<file path="src/rtl/rcs_pkg.sv">
package rcs_pkg;

  // Field widths
  localparam int SEQ_W  = 31;
  localparam int LEN_W  = 12;
  localparam int ULEN_W = 11;
  localparam int HDR_W  = 32;

  // Fixed byte overheads taken off the packet room
  localparam int HEADER_BYTES = 8;
  localparam int PACKET_SLACK = 16;

  // Width of the room arithmetic (capacities stay below 2^16)
  localparam int ROOM_W = 17;

  typedef enum logic {
    CMD_TRANSMIT = 1'b0,
    CMD_RECEIVE  = 1'b1
  } command_t;

  typedef enum logic [1:0] {
    ST_SENT     = 2'd0,
    ST_OVERFLOW = 2'd1,
    ST_ACCEPTED = 2'd2,
    ST_STALE    = 2'd3
  } status_t;

  typedef struct packed {
    command_t                  command;
    logic [LEN_W-1:0]          queued_message_size;
    logic                      queued_overflowed;
    logic [ULEN_W-1:0]         unreliable_length;
    logic [HDR_W-1:0]          rx_header_first;
    logic [HDR_W-1:0]          rx_header_second;
  } in_item_t;

  typedef struct packed {
    status_t                   status;
    logic [HDR_W-1:0]          tx_header_first;
    logic [HDR_W-1:0]          tx_header_second;
    logic                      reliable_included;
    logic [LEN_W-1:0]          reliable_payload_length;
    logic                      message_latched;
    logic                      unreliable_fits;
    logic [SEQ_W-1:0]          dropped_packets;
    logic                      can_send_reliable;
  } result_t;

  // Channel state held between items
  typedef struct packed {
    logic [SEQ_W-1:0]          out_seq;
    logic [SEQ_W-1:0]          in_seq;
    logic                      in_reliable_bit;
    logic [SEQ_W-1:0]          in_acked_seq;
    logic                      in_acked_reliable_bit;
    logic                      reliable_bit;
    logic [SEQ_W-1:0]          last_reliable_seq;
    logic [LEN_W-1:0]          reliable_len;
  } chan_state_t;

  localparam chan_state_t STATE_RESET = '{
    out_seq:               SEQ_W'(1),
    in_seq:                '0,
    in_reliable_bit:       1'b0,
    in_acked_seq:          '0,
    in_acked_reliable_bit: 1'b0,
    reliable_bit:          1'b0,
    last_reliable_seq:     '0,
    reliable_len:          '0
  };

endpackage

</file>
<file path="src/rtl/rcs_channels.sv">
// Input channel: header request items
interface rcs_in_if;
  logic                          valid;
  logic                          ready;
  rcs_pkg::command_t             command;
  logic [rcs_pkg::LEN_W-1:0]     queued_message_size;
  logic                          queued_overflowed;
  logic [rcs_pkg::ULEN_W-1:0]    unreliable_length;
  logic [rcs_pkg::HDR_W-1:0]     rx_header_first;
  logic [rcs_pkg::HDR_W-1:0]     rx_header_second;

  modport source (
    output valid, command, queued_message_size, queued_overflowed,
           unreliable_length, rx_header_first, rx_header_second,
    input  ready
  );
  modport sink (
    input  valid, command, queued_message_size, queued_overflowed,
           unreliable_length, rx_header_first, rx_header_second,
    output ready
  );
endinterface

// Output channel: result items
interface rcs_out_if;
  logic                          valid;
  logic                          ready;
  rcs_pkg::status_t              status;
  logic [rcs_pkg::HDR_W-1:0]     tx_header_first;
  logic [rcs_pkg::HDR_W-1:0]     tx_header_second;
  logic                          reliable_included;
  logic [rcs_pkg::LEN_W-1:0]     reliable_payload_length;
  logic                          message_latched;
  logic                          unreliable_fits;
  logic [rcs_pkg::SEQ_W-1:0]     dropped_packets;
  logic                          can_send_reliable;

  modport source (
    output valid, status, tx_header_first, tx_header_second, reliable_included,
           reliable_payload_length, message_latched, unreliable_fits,
           dropped_packets, can_send_reliable,
    input  ready
  );
  modport sink (
    input  valid, status, tx_header_first, tx_header_second, reliable_included,
           reliable_payload_length, message_latched, unreliable_fits,
           dropped_packets, can_send_reliable,
    output ready
  );
endinterface

</file>
<file path="src/rtl/rcs_core.sv">
// Header logic for one item: next channel state and the result item
module rcs_core #(
  parameter int MSG_CAPACITY    = 2048,
  parameter int PACKET_CAPACITY = 1400
) (
  input  rcs_pkg::in_item_t    item,
  input  rcs_pkg::chan_state_t st,
  output rcs_pkg::chan_state_t st_next,
  output rcs_pkg::result_t     result
);

  localparam int ROOM = PACKET_CAPACITY - rcs_pkg::PACKET_SLACK - rcs_pkg::HEADER_BYTES;
  localparam logic [rcs_pkg::ROOM_W-1:0] ROOM_V = rcs_pkg::ROOM_W'(ROOM);
  localparam logic [rcs_pkg::ROOM_W-1:0] CAP_V  = rcs_pkg::ROOM_W'(MSG_CAPACITY);

  logic                          resend;
  logic                          latched;
  logic                          send;
  logic [rcs_pkg::LEN_W-1:0]     cap_len;
  logic [rcs_pkg::LEN_W-1:0]     tx_len;
  logic [rcs_pkg::ROOM_W-1:0]    need;
  logic [rcs_pkg::SEQ_W-1:0]     out_seq_inc;
  logic [rcs_pkg::SEQ_W-1:0]     rx_seq;
  logic [rcs_pkg::SEQ_W-1:0]     rx_ack;
  logic                          rx_rel;
  logic                          rx_rel_ack;
  logic                          stale;

  // Transmit decisions
  assign resend  = (st.in_acked_seq > st.last_reliable_seq) &&
                   (st.in_acked_reliable_bit != st.reliable_bit);
  assign latched = (st.reliable_len == '0) && (item.queued_message_size != '0);
  assign send    = resend || latched;

  // Saturate the queued size to the message capacity
  assign cap_len = (rcs_pkg::ROOM_W'(item.queued_message_size) > CAP_V) ?
                   CAP_V[rcs_pkg::LEN_W-1:0] : item.queued_message_size;
  assign tx_len  = latched ? cap_len : st.reliable_len;

  // Unreliable part plus included reliable payload against packet room
  assign need = rcs_pkg::ROOM_W'(item.unreliable_length) +
                (send ? rcs_pkg::ROOM_W'(tx_len) : '0);

  assign out_seq_inc = st.out_seq + rcs_pkg::SEQ_W'(1);

  // Receive header fields
  assign rx_seq     = item.rx_header_first[rcs_pkg::SEQ_W-1:0];
  assign rx_rel     = item.rx_header_first[rcs_pkg::HDR_W-1];
  assign rx_ack     = item.rx_header_second[rcs_pkg::SEQ_W-1:0];
  assign rx_rel_ack = item.rx_header_second[rcs_pkg::HDR_W-1];
  assign stale      = (rx_seq <= st.in_seq);

  always_comb begin
    st_next = st;
    result  = '0;
    result.status = rcs_pkg::ST_SENT;
    if (item.command == rcs_pkg::CMD_RECEIVE) begin
      if (stale) begin
        result.status = rcs_pkg::ST_STALE;
      end else begin
        result.status          = rcs_pkg::ST_ACCEPTED;
        result.dropped_packets = rx_seq - st.in_seq - rcs_pkg::SEQ_W'(1);
        if (rx_rel_ack == st.reliable_bit) begin
          st_next.reliable_len = '0;
        end
        st_next.in_seq                = rx_seq;
        st_next.in_acked_seq          = rx_ack;
        st_next.in_acked_reliable_bit = rx_rel_ack;
        st_next.in_reliable_bit       = st.in_reliable_bit ^ rx_rel;
      end
    end else if (item.queued_overflowed) begin
      result.status = rcs_pkg::ST_OVERFLOW;
    end else begin
      result.tx_header_first   = {send, st.out_seq};
      result.tx_header_second  = {st.in_reliable_bit, st.in_seq};
      result.reliable_included = send;
      result.message_latched   = latched;
      result.unreliable_fits   = (need <= ROOM_V);
      st_next.out_seq          = out_seq_inc;
      st_next.reliable_len     = tx_len;
      if (latched) begin
        st_next.reliable_bit = ~st.reliable_bit;
      end
      if (send) begin
        st_next.last_reliable_seq = out_seq_inc;
      end
    end
    // Common fields report the state after the step
    result.reliable_payload_length = st_next.reliable_len;
    result.can_send_reliable       = (st_next.reliable_len == '0);
  end

endmodule

</file>
<file path="src/rtl/reliable_channel_sequencer.sv">
// Reliable channel sequencer: header engine of a sequenced datagram channel
// with one alternating-bit reliable message.
// Channels: in_ch carries request items (command 0 builds an outgoing header,
// command 1 processes a received header); out_ch carries one result item per
// request. Both use valid/ready; an item moves when both are high.
// Latency: a result is valid the cycle after its request is accepted.
// Throughput: one item per cycle while out_ch is not stalled. Channel state is
// updated at the accepting edge, so the next item sees it at once; the header
// logic between the state registers and the result register is combinational.
// Reset (rst, synchronous): out_seq returns to 1, all other sequence, bit and
// length state clears, and the result register empties.
// Receiver stall: the result register holds its item; a new request is
// still taken in the cycle the pending result is taken (in_ch.ready follows
// out_ch.ready), otherwise in_ch.ready stays low until the stall ends.
module reliable_channel_sequencer #(
  parameter int MSG_CAPACITY    = 2048,
  parameter int PACKET_CAPACITY = 1400
) (
  input  logic       clk,
  input  logic       rst,
  rcs_in_if.sink     in_ch,
  rcs_out_if.source  out_ch
);

  rcs_pkg::in_item_t    item;
  rcs_pkg::chan_state_t st;
  rcs_pkg::chan_state_t st_next;
  rcs_pkg::result_t     result_next;
  rcs_pkg::result_t     result;
  logic                 out_valid;
  logic                 accept;

  assign item = '{
    command:             in_ch.command,
    queued_message_size: in_ch.queued_message_size,
    queued_overflowed:   in_ch.queued_overflowed,
    unreliable_length:   in_ch.unreliable_length,
    rx_header_first:     in_ch.rx_header_first,
    rx_header_second:    in_ch.rx_header_second
  };

  rcs_core #(
    .MSG_CAPACITY    (MSG_CAPACITY),
    .PACKET_CAPACITY (PACKET_CAPACITY)
  ) u_core (
    .item    (item),
    .st      (st),
    .st_next (st_next),
    .result  (result_next)
  );

  // Take a new item whenever the result register is free or being emptied
  assign in_ch.ready = !out_valid || out_ch.ready;
  assign accept      = in_ch.valid && in_ch.ready;

  // Channel state
  always_ff @(posedge clk) begin
    if (rst) begin
      st <= rcs_pkg::STATE_RESET;
    end else if (accept) begin
      st <= st_next;
    end
  end

  // Result register
  always_ff @(posedge clk) begin
    if (rst) begin
      out_valid <= 1'b0;
    end else if (accept) begin
      out_valid <= 1'b1;
    end else if (out_ch.ready) begin
      out_valid <= 1'b0;
    end
  end

  always_ff @(posedge clk) begin
    if (accept) begin
      result <= result_next;
    end
  end

  assign out_ch.valid                   = out_valid;
  assign out_ch.status                  = result.status;
  assign out_ch.tx_header_first         = result.tx_header_first;
  assign out_ch.tx_header_second        = result.tx_header_second;
  assign out_ch.reliable_included       = result.reliable_included;
  assign out_ch.reliable_payload_length = result.reliable_payload_length;
  assign out_ch.message_latched         = result.message_latched;
  assign out_ch.unreliable_fits         = result.unreliable_fits;
  assign out_ch.dropped_packets         = result.dropped_packets;
  assign out_ch.can_send_reliable       = result.can_send_reliable;

endmodule
</file>
<file path="src/flat_wrapper.sv">
// flat-port wrapper written by rule: the top's interface ports become plain ports
module reliable_channel_sequencer_flat 
#(
  parameter int MSG_CAPACITY    = 2048,
  parameter int PACKET_CAPACITY = 1400
)
  (clk, rst, in_ch_valid, in_ch_command, in_ch_queued_message_size, in_ch_queued_overflowed, in_ch_unreliable_length, in_ch_rx_header_first, in_ch_rx_header_second, in_ch_ready, out_ch_valid, out_ch_status, out_ch_tx_header_first, out_ch_tx_header_second, out_ch_reliable_included, out_ch_reliable_payload_length, out_ch_message_latched, out_ch_unreliable_fits, out_ch_dropped_packets, out_ch_can_send_reliable, out_ch_ready);
  rcs_in_if in_ch_i ();
  rcs_out_if out_ch_i ();
  input  logic clk;
  input  logic rst;
  input wire logic [$bits(in_ch_i.valid)-1:0] in_ch_valid;
  input wire logic [$bits(in_ch_i.command)-1:0] in_ch_command;
  input wire logic [$bits(in_ch_i.queued_message_size)-1:0] in_ch_queued_message_size;
  input wire logic [$bits(in_ch_i.queued_overflowed)-1:0] in_ch_queued_overflowed;
  input wire logic [$bits(in_ch_i.unreliable_length)-1:0] in_ch_unreliable_length;
  input wire logic [$bits(in_ch_i.rx_header_first)-1:0] in_ch_rx_header_first;
  input wire logic [$bits(in_ch_i.rx_header_second)-1:0] in_ch_rx_header_second;
  output wire logic [$bits(in_ch_i.ready)-1:0] in_ch_ready;
  output wire logic [$bits(out_ch_i.valid)-1:0] out_ch_valid;
  output wire logic [$bits(out_ch_i.status)-1:0] out_ch_status;
  output wire logic [$bits(out_ch_i.tx_header_first)-1:0] out_ch_tx_header_first;
  output wire logic [$bits(out_ch_i.tx_header_second)-1:0] out_ch_tx_header_second;
  output wire logic [$bits(out_ch_i.reliable_included)-1:0] out_ch_reliable_included;
  output wire logic [$bits(out_ch_i.reliable_payload_length)-1:0] out_ch_reliable_payload_length;
  output wire logic [$bits(out_ch_i.message_latched)-1:0] out_ch_message_latched;
  output wire logic [$bits(out_ch_i.unreliable_fits)-1:0] out_ch_unreliable_fits;
  output wire logic [$bits(out_ch_i.dropped_packets)-1:0] out_ch_dropped_packets;
  output wire logic [$bits(out_ch_i.can_send_reliable)-1:0] out_ch_can_send_reliable;
  input wire logic [$bits(out_ch_i.ready)-1:0] out_ch_ready;
  assign in_ch_i.valid = in_ch_valid;
  assign in_ch_i.command = in_ch_command;
  assign in_ch_i.queued_message_size = in_ch_queued_message_size;
  assign in_ch_i.queued_overflowed = in_ch_queued_overflowed;
  assign in_ch_i.unreliable_length = in_ch_unreliable_length;
  assign in_ch_i.rx_header_first = in_ch_rx_header_first;
  assign in_ch_i.rx_header_second = in_ch_rx_header_second;
  assign in_ch_ready = in_ch_i.ready;
  assign out_ch_valid = out_ch_i.valid;
  assign out_ch_status = out_ch_i.status;
  assign out_ch_tx_header_first = out_ch_i.tx_header_first;
  assign out_ch_tx_header_second = out_ch_i.tx_header_second;
  assign out_ch_reliable_included = out_ch_i.reliable_included;
  assign out_ch_reliable_payload_length = out_ch_i.reliable_payload_length;
  assign out_ch_message_latched = out_ch_i.message_latched;
  assign out_ch_unreliable_fits = out_ch_i.unreliable_fits;
  assign out_ch_dropped_packets = out_ch_i.dropped_packets;
  assign out_ch_can_send_reliable = out_ch_i.can_send_reliable;
  assign out_ch_i.ready = out_ch_ready;
  reliable_channel_sequencer #(.MSG_CAPACITY(MSG_CAPACITY), .PACKET_CAPACITY(PACKET_CAPACITY)) u_core (.clk(clk), .rst(rst), .in_ch(in_ch_i), .out_ch(out_ch_i));
endmodule
</file>
<file path="config.mk">
export PLATFORM = sky130hd
export DESIGN_NAME = reliable_channel_sequencer_flat
export DESIGN_NICKNAME = d
export VERILOG_FILES = /design/src/rtl/rcs_pkg.sv /design/src/rtl/rcs_channels.sv /design/src/rtl/rcs_core.sv /design/src/rtl/reliable_channel_sequencer.sv /design/src/flat_wrapper.sv
export SDC_FILE = /design/constraint.sdc
export NUM_CORES = 1
export LEC_CHECK = 0
export ABC_AREA = 1
export ABC_CLOCK_PERIOD_IN_PS = 5500
export BUFFER_PORTS_ARGS = -buffer_cell sky130_fd_sc_hd__buf_2
export CAP_MARGIN = 20
export CORE_MARGIN = 2
export CORE_UTILIZATION = 58
export CTS_CLUSTER_DIAMETER = 120
export DETAILED_ROUTE_END_ITERATION = 16
export HOLD_SLACK_MARGIN = 0.06
export PLACE_DENSITY = 0.89
export SYNTH_ARGS = -nofsm -noshare
export SYNTH_HDL_FRONTEND = slang
export SYNTH_SLANG_ARGS = --single-unit
</file>
<file path="constraint.sdc">
create_clock -name clk -period 5.5 [get_ports clk]
set_input_delay 0.275 -clock clk [delete_from_list [all_inputs] [get_ports clk]]
set_output_delay 0.275 -clock clk [all_outputs]
set_load 0.005 [all_outputs]
</file>
# Yosys cells after proc, flatten, opt, wreduce, memory -nomap -nowiden
# Cells that the tools add are included.
op_classes:
  order_cmp: 4
  n_bitwise: 5
  add_sub_neg: 4
  n_reduce_logical: 16
  n_eq_ne: 2
  n_mux: 12
ops:
  columns: ["cell", "n"]
  rows:
  - ["$mux W12", 7]
  - ["$add A31 B1 Y31 const B", 1]
  - ["$gt A31 B31 Y1", 1]
  - ["$le A31 B31 Y1", 1]
  - ["$sub A31 B1 Y31 const B", 1]
  - ["$sub A31 B31 Y31", 1]
  - ["$logic_not A12 Y1", 2]
  - ["$add A11 B12 Y13", 1]
  - ["$le A13 B11 Y1 const B", 1]
  - ["$gt A12 B12 Y1 const B", 1]
  - ["$reduce_bool A12 Y1", 1]
  - ["$reduce_and A4 Y1", 2]
  - ["$reduce_and A3 Y1", 2]
  - ["$mux W1", 4]
  - ["$not A1 Y1", 4]
  - ["$reduce_or A2 Y1", 2]
  - ["$logic_and A1 B1 Y1", 3]
  - ["$logic_or A1 B1 Y1", 2]
  - ["$mux W2", 1]
  - ["$reduce_bool A2 Y1", 1]
  - ["$eq A1 B1 Y1", 1]
  - ["$logic_not A1 Y1", 1]
  - ["$ne A1 B1 Y1", 1]
  - ["$xor A1 B1 Y1", 1]
word_totals:
  wordCells: 61
  out_inout_bits: 115
  regBits: 253

# Logic depth before layout (Yosys ltp)
depth:
  word_depth: 6
  depth_mapped: 32
  depth_no_buf: 30

# Modules after synthesis
# Synthesis repeated with hierarchy kept, for this count alone.
hier_totals:
  hier_cells: 2356
  area_unflattened_um2: 16363.2
modules_own_cells:
  columns: ["module", "area_each_um2", "cells_per_inst", "seq_area_each_um2", "instances"]
  rows:
  - ["reliable_channel_sequencer", 9614.2, 1028, 6195.9, 1]
  - ["rcs_core", 6749.0, 1328, 0.0, 1]

# Least setup slack after synthesis
# Ideal clock, no wire load.
synth_timing:
  path_kind: "register -> register"
  start: "register u_core.out_valid (netlist: u_core.out_ch.valid)"
  end: "register u_core.st[14] (netlist name)"
  stages_incl_launch_ff: 9
  synth_period_minus_slack_ns: 3.883
  arrival_ns: 3.767
  slack_ns: 1.617
  t_required_ns: 5.384
  path_buffers: 2
  cell_sequence: "dfxtp_1 > nand2_1 > nand2_1 > inv_1 > nand3_1 > buf_2 > buf_2 > o21ai_0 > nor2_1"
synth_via:
  elab_chain_cells: 4
synth_rtl:
  columns: ["element", "line", "rtl"]
  rows:
  - ["start: declaration", "reliable_channel_sequencer.sv:30", "logic out_valid;"]
  - ["start signal: assignment", "reliable_channel_sequencer.sv:68", "out_valid <= 1'b0;"]
  - ["start signal: assignment", "reliable_channel_sequencer.sv:70", "out_valid <= 1'b1;"]
  - ["start signal: assignment", "reliable_channel_sequencer.sv:72", "out_valid <= 1'b0;"]
  - ["$logic_not A1 Y1", "reliable_channel_sequencer.sv:53", "assign in_ch.ready = !out_valid || out_ch.ready;"]
  - ["$logic_or A1 B1 Y1", "reliable_channel_sequencer.sv:53", null]
  - ["named net in_ch_ready", "flat_wrapper.sv:19", "output wire logic [$bits(in_ch_i.ready)-1:0] in_ch_ready;"]
  - ["$logic_and A1 B1 Y1", "reliable_channel_sequencer.sv:54", "assign accept = in_ch.valid && in_ch.ready;"]
  - ["named net u_core.accept", "reliable_channel_sequencer.sv:31", "logic accept;"]
  - ["$reduce_and A4 Y1 (no line)", null, null]
# The timed path passes the listed nets, and every way through them passes these cells.
# A chain may end at the register's enable or synchronous reset.

# Worst setup path after layout
layout_timing:
  start: "register u_core.st[33] (netlist name)"
  end: "register u_core.result, in the netlist u_core.out_ch.unreliable_fits (data pin)"
layout_via:
  elab_chain_cells: 6
layout_rtl:
  columns: ["element", "line", "rtl"]
  rows:
  - ["$gt A31 B31 Y1", "rcs_core.sv:30", "assign resend = (st.in_acked_seq > st.last_reliable_seq) &&"]
  - ["$logic_and A1 B1 Y1", "rcs_core.sv:30", null]
  - ["$logic_or A1 B1 Y1", "rcs_core.sv:33", "assign send = resend || latched;"]
  - ["$mux W12", "rcs_core.sv:42", "(send ? rcs_pkg::ROOM_W'(tx_len) : '0);"]
  - ["$add A11 B12 Y13", "rcs_core.sv:41", "assign need = rcs_pkg::ROOM_W'(item.unreliable_length) +"]
  - ["$le A13 B11 Y1", "rcs_core.sv:78", "result.unreliable_fits = (need <= ROOM_V);"]
  - ["end signal: assignment", "reliable_channel_sequencer.sv:78", "result <= result_next;"]
  - ["end: declaration", "reliable_channel_sequencer.sv:29", "rcs_pkg::result_t result;"]
# No other way between the ends.

==> out/metrics.cfg <==
[routing]
wirelength_um=36400
drtAntennaViolNets=0
routedWlPerCell_um=15.9
first_pass_iters=6
dr.first_iter.drc_count=951
routed_via_density=5.38
vias=12281
drc=0

[setup_path]
crit_fanout=20
end_kind=register
path_class=register to register
worstSetupStartpointType=register
cp_data_required_time_ns=5.78
crit_arrival_ns=4.51

[run_status]
outcome=finished, final reports clean

[synthesis]
postSynth.asyncResetShare_pct=0
synthesis.instances=1712
synth-edff-count=112
ys_dominant_reg_cell=dfxtp_1
ys_ff_latch=252
syn_area_mm2=0.0135
synth_cell_types=50
synthTopCellsByArea=edfxtp_1, dfxtp_1, nand2_1
syn_nets=1882
yosys.area.top_type=edfxtp_1
yosysSeqAreaShare_pct=45.6
syn_area_per_cell_um2=7.90
synth_top_area_share_pct=24.9
ys_warn_count=0

[global_route]
grt_max_degree=94
grt.overflow.total=0
grt_pass1_wl_um=57800
grt_util_all_layers_pct=29.4
grt_pass1_vias=12101
grt_antenna_before_repair=2

[timing]
drv_slew=0
slew_headroom_pct=28.9
hold_ws_ns=0.0746
hold_viol=0
finalSetupViolations=0
fin_skew_ns=0.0337
rsz0062_at_grt=false
max_freq_ghz=0.236
period_needed_ns=4.23
worstMarginPinSlew_ns=1.06
finalSetupTns_ns=0
finalCritPeriodShare_pct=77.0

[cells_and_area]
final_cell_mix=nand2_1, inv_1, nor2_1, buf_2, a21oi_1
syn2layout_area_growth_pct=19.1
layout-drive-gt1-share_pct=14.9
final_nets=2118
fill_cells=1763
mostFrequentLayoutCell=nand2_1

[floorplan]
start_util_pct=59.4
rows=55
core_area_mm2=0.0228
die-area_mm2=0.0246
ioPinCount=208
die_h_um=157
die_w_um=157

[pwr]
total_leakage_power_nw=7.51
p_int_mw=3.49
ir_drop_v=0.000211
swShare_pct=28.5
pwr-share-seq_pct=43.9
comb_power_share_pct=19.0
p_per_area_mw_per_mm2=303
p_sw_mw=1.39
p_clk_share_pct=37.1
p_total_mw=4.88

[place]
portBuffers=207
dpl.hpwl_um=25000
gp_congestion=0.977

[clock_network]
cts_root_buf=clkbuf_16
cts_buffer_depth=3
post_cts_resized=0
tritoncts=done
htree_num_levels=1
cts_sinks=252
post_cts_buffers=0
numCtsBuffers=26
clk_latency_ns=0.55
clkTransAtPathRegs_ns=0.06

[worst_hold_path]
hold_path.class=input port to register

[job]
maxCapViolations=0

## layout make-up
class                           count  area, um2  share of cell area [%]
Antenna cell                        2       5.00                  0.0311
Inverter                          259        977                    6.07
Clock buffer                       29        662                    4.11
Tap cell                          313        392                    2.43
Timing Repair Buffer              266       1610                    10.0
Sequential cell                   252       6170                    38.3
Clock inverter                     19        215                    1.34
Multi-Input combinational cell   1143       6080                    37.7
## Yosys cell counts, types with 2 or more instances
cell type    n
dfxtp_1    140
a21boi_0     3
nand3b_1     5
nor3_1      16
nor4_1       7
a31oi_1      5
or2_2       11
a21oi_1    167
nand2_2      3
fa_1         2
nor4_2       2
o21ai_1     10
a211oi_1     3
buf_2       11
inv_2        4
nand3_1     56
buf_6        6
a21o_1      15
nand2_1    290
clkbuf_1    32
nand4_1     15
nor2_2       4
o21bai_1     9
inv_1      253
xnor2_1     10
xor2_1      38
o21a_1       4
buf_8        2
o21ai_0    129
o211ai_1     3
edfxtp_1   112
nor2_1     249
buf_1        5
ha_1        75
## cells by family (layout without fill, tap and decap cells)
group	count (synthesis)	after routing	share of synthesized area, %
compound gates	353	353	13.9
xor+xnor	48	48	3.11
fa+ha+maj	77	77	7.24
buf+inv	317	573	9.46
flops	252	252	45.6
other cells	0	2	0
simple gates	665	665	20.7
## worst max-delay path, stage by stage, from the launching register on
cell,delay [ns]
dfxtp_1,0.33
inv_1,0.05
ha_1,0.28
nand2_1,0.07
nor2_1,0.25
nand4_1,0.13
nor3_1,0.16
nand2_1,0.07
nand2_1,0.07
nand2_1,0.05
nand2_1,0.05
buf_4,0.25
inv_1,0.23
nor2_1,0.18
inv_1,0.08
fa_1,0.44
o21ai_0,0.39
nand2_1,0.09
nand3_1,0.12
a21oi_1,0.08
or2_2,0.28
nand2_1,0.06
nand3_1,0.06
nand3_1,0.10
nor2_1,0.05
## state kept, by name, indices dropped and copies added, names as in the netlist, 2 cells and up
signal / count
u_core.st: 139
u_core.out_ch.tx_header_second: 32
u_core.out_ch.dropped_packets: 31
u_core.out_ch.tx_header_first: 31
u_core.out_ch.reliable_payload_length: 12
u_core.out_ch.status: 2
## power by group through the flow
stage          combinational [mW]  clock, mW  sequential, mW
6_report                    0.928       1.81            2.14
5_1_grt                      1.04       1.90            2.15
4_1_cts                     0.910       1.82            2.14
3_5_place_dp                0.874          0            2.18
3_3_place_gp                0.850          0            2.17
2_1_floorplan               0.601          0            2.18
## per-stage QoR
step                      instance area, um2  worst slack (ns)  cells  util, %
final                                  16100              1.27   2283     70.7
after global routing                   16100              1.01   2283     70.7
after CTS                              16100              1.33   2280     70.6
after detailed placement               14700              1.38   2183     64.6
after global placement                 14700              1.53   2183     64.6
after floorplan                        13500              1.62   1712        -
## repair_timing
action,CTS,global route
endpoints found under the setup margin,0,0
hold buffers,49,0
endpoints found under the hold margin,49,0
## layer usage
metal	up-vias	GRT usage (%)	wire [um]
met2	514	52.6	18000
met3	102	4.26	2320
met1	5614	35.2	14600
met4	0	12.8	1440
li1	6051	-	-
met5	-	0	0
## final timing paths
check	from	to	slack, ns	depth (start not counted)
max	u_core.st[33]	u_core.out_ch.unreliable_fits	1.27	24
min	in_ch_rx_header_first[6]	u_core.st[83]	0.07	3
max reg2reg	u_core.st[33]	u_core.out_ch.unreliable_fits	1.27	24
min reg2reg	u_core.st[38]	u_core.st[38]	0.46	2
(Power assumes the default switching activity.)
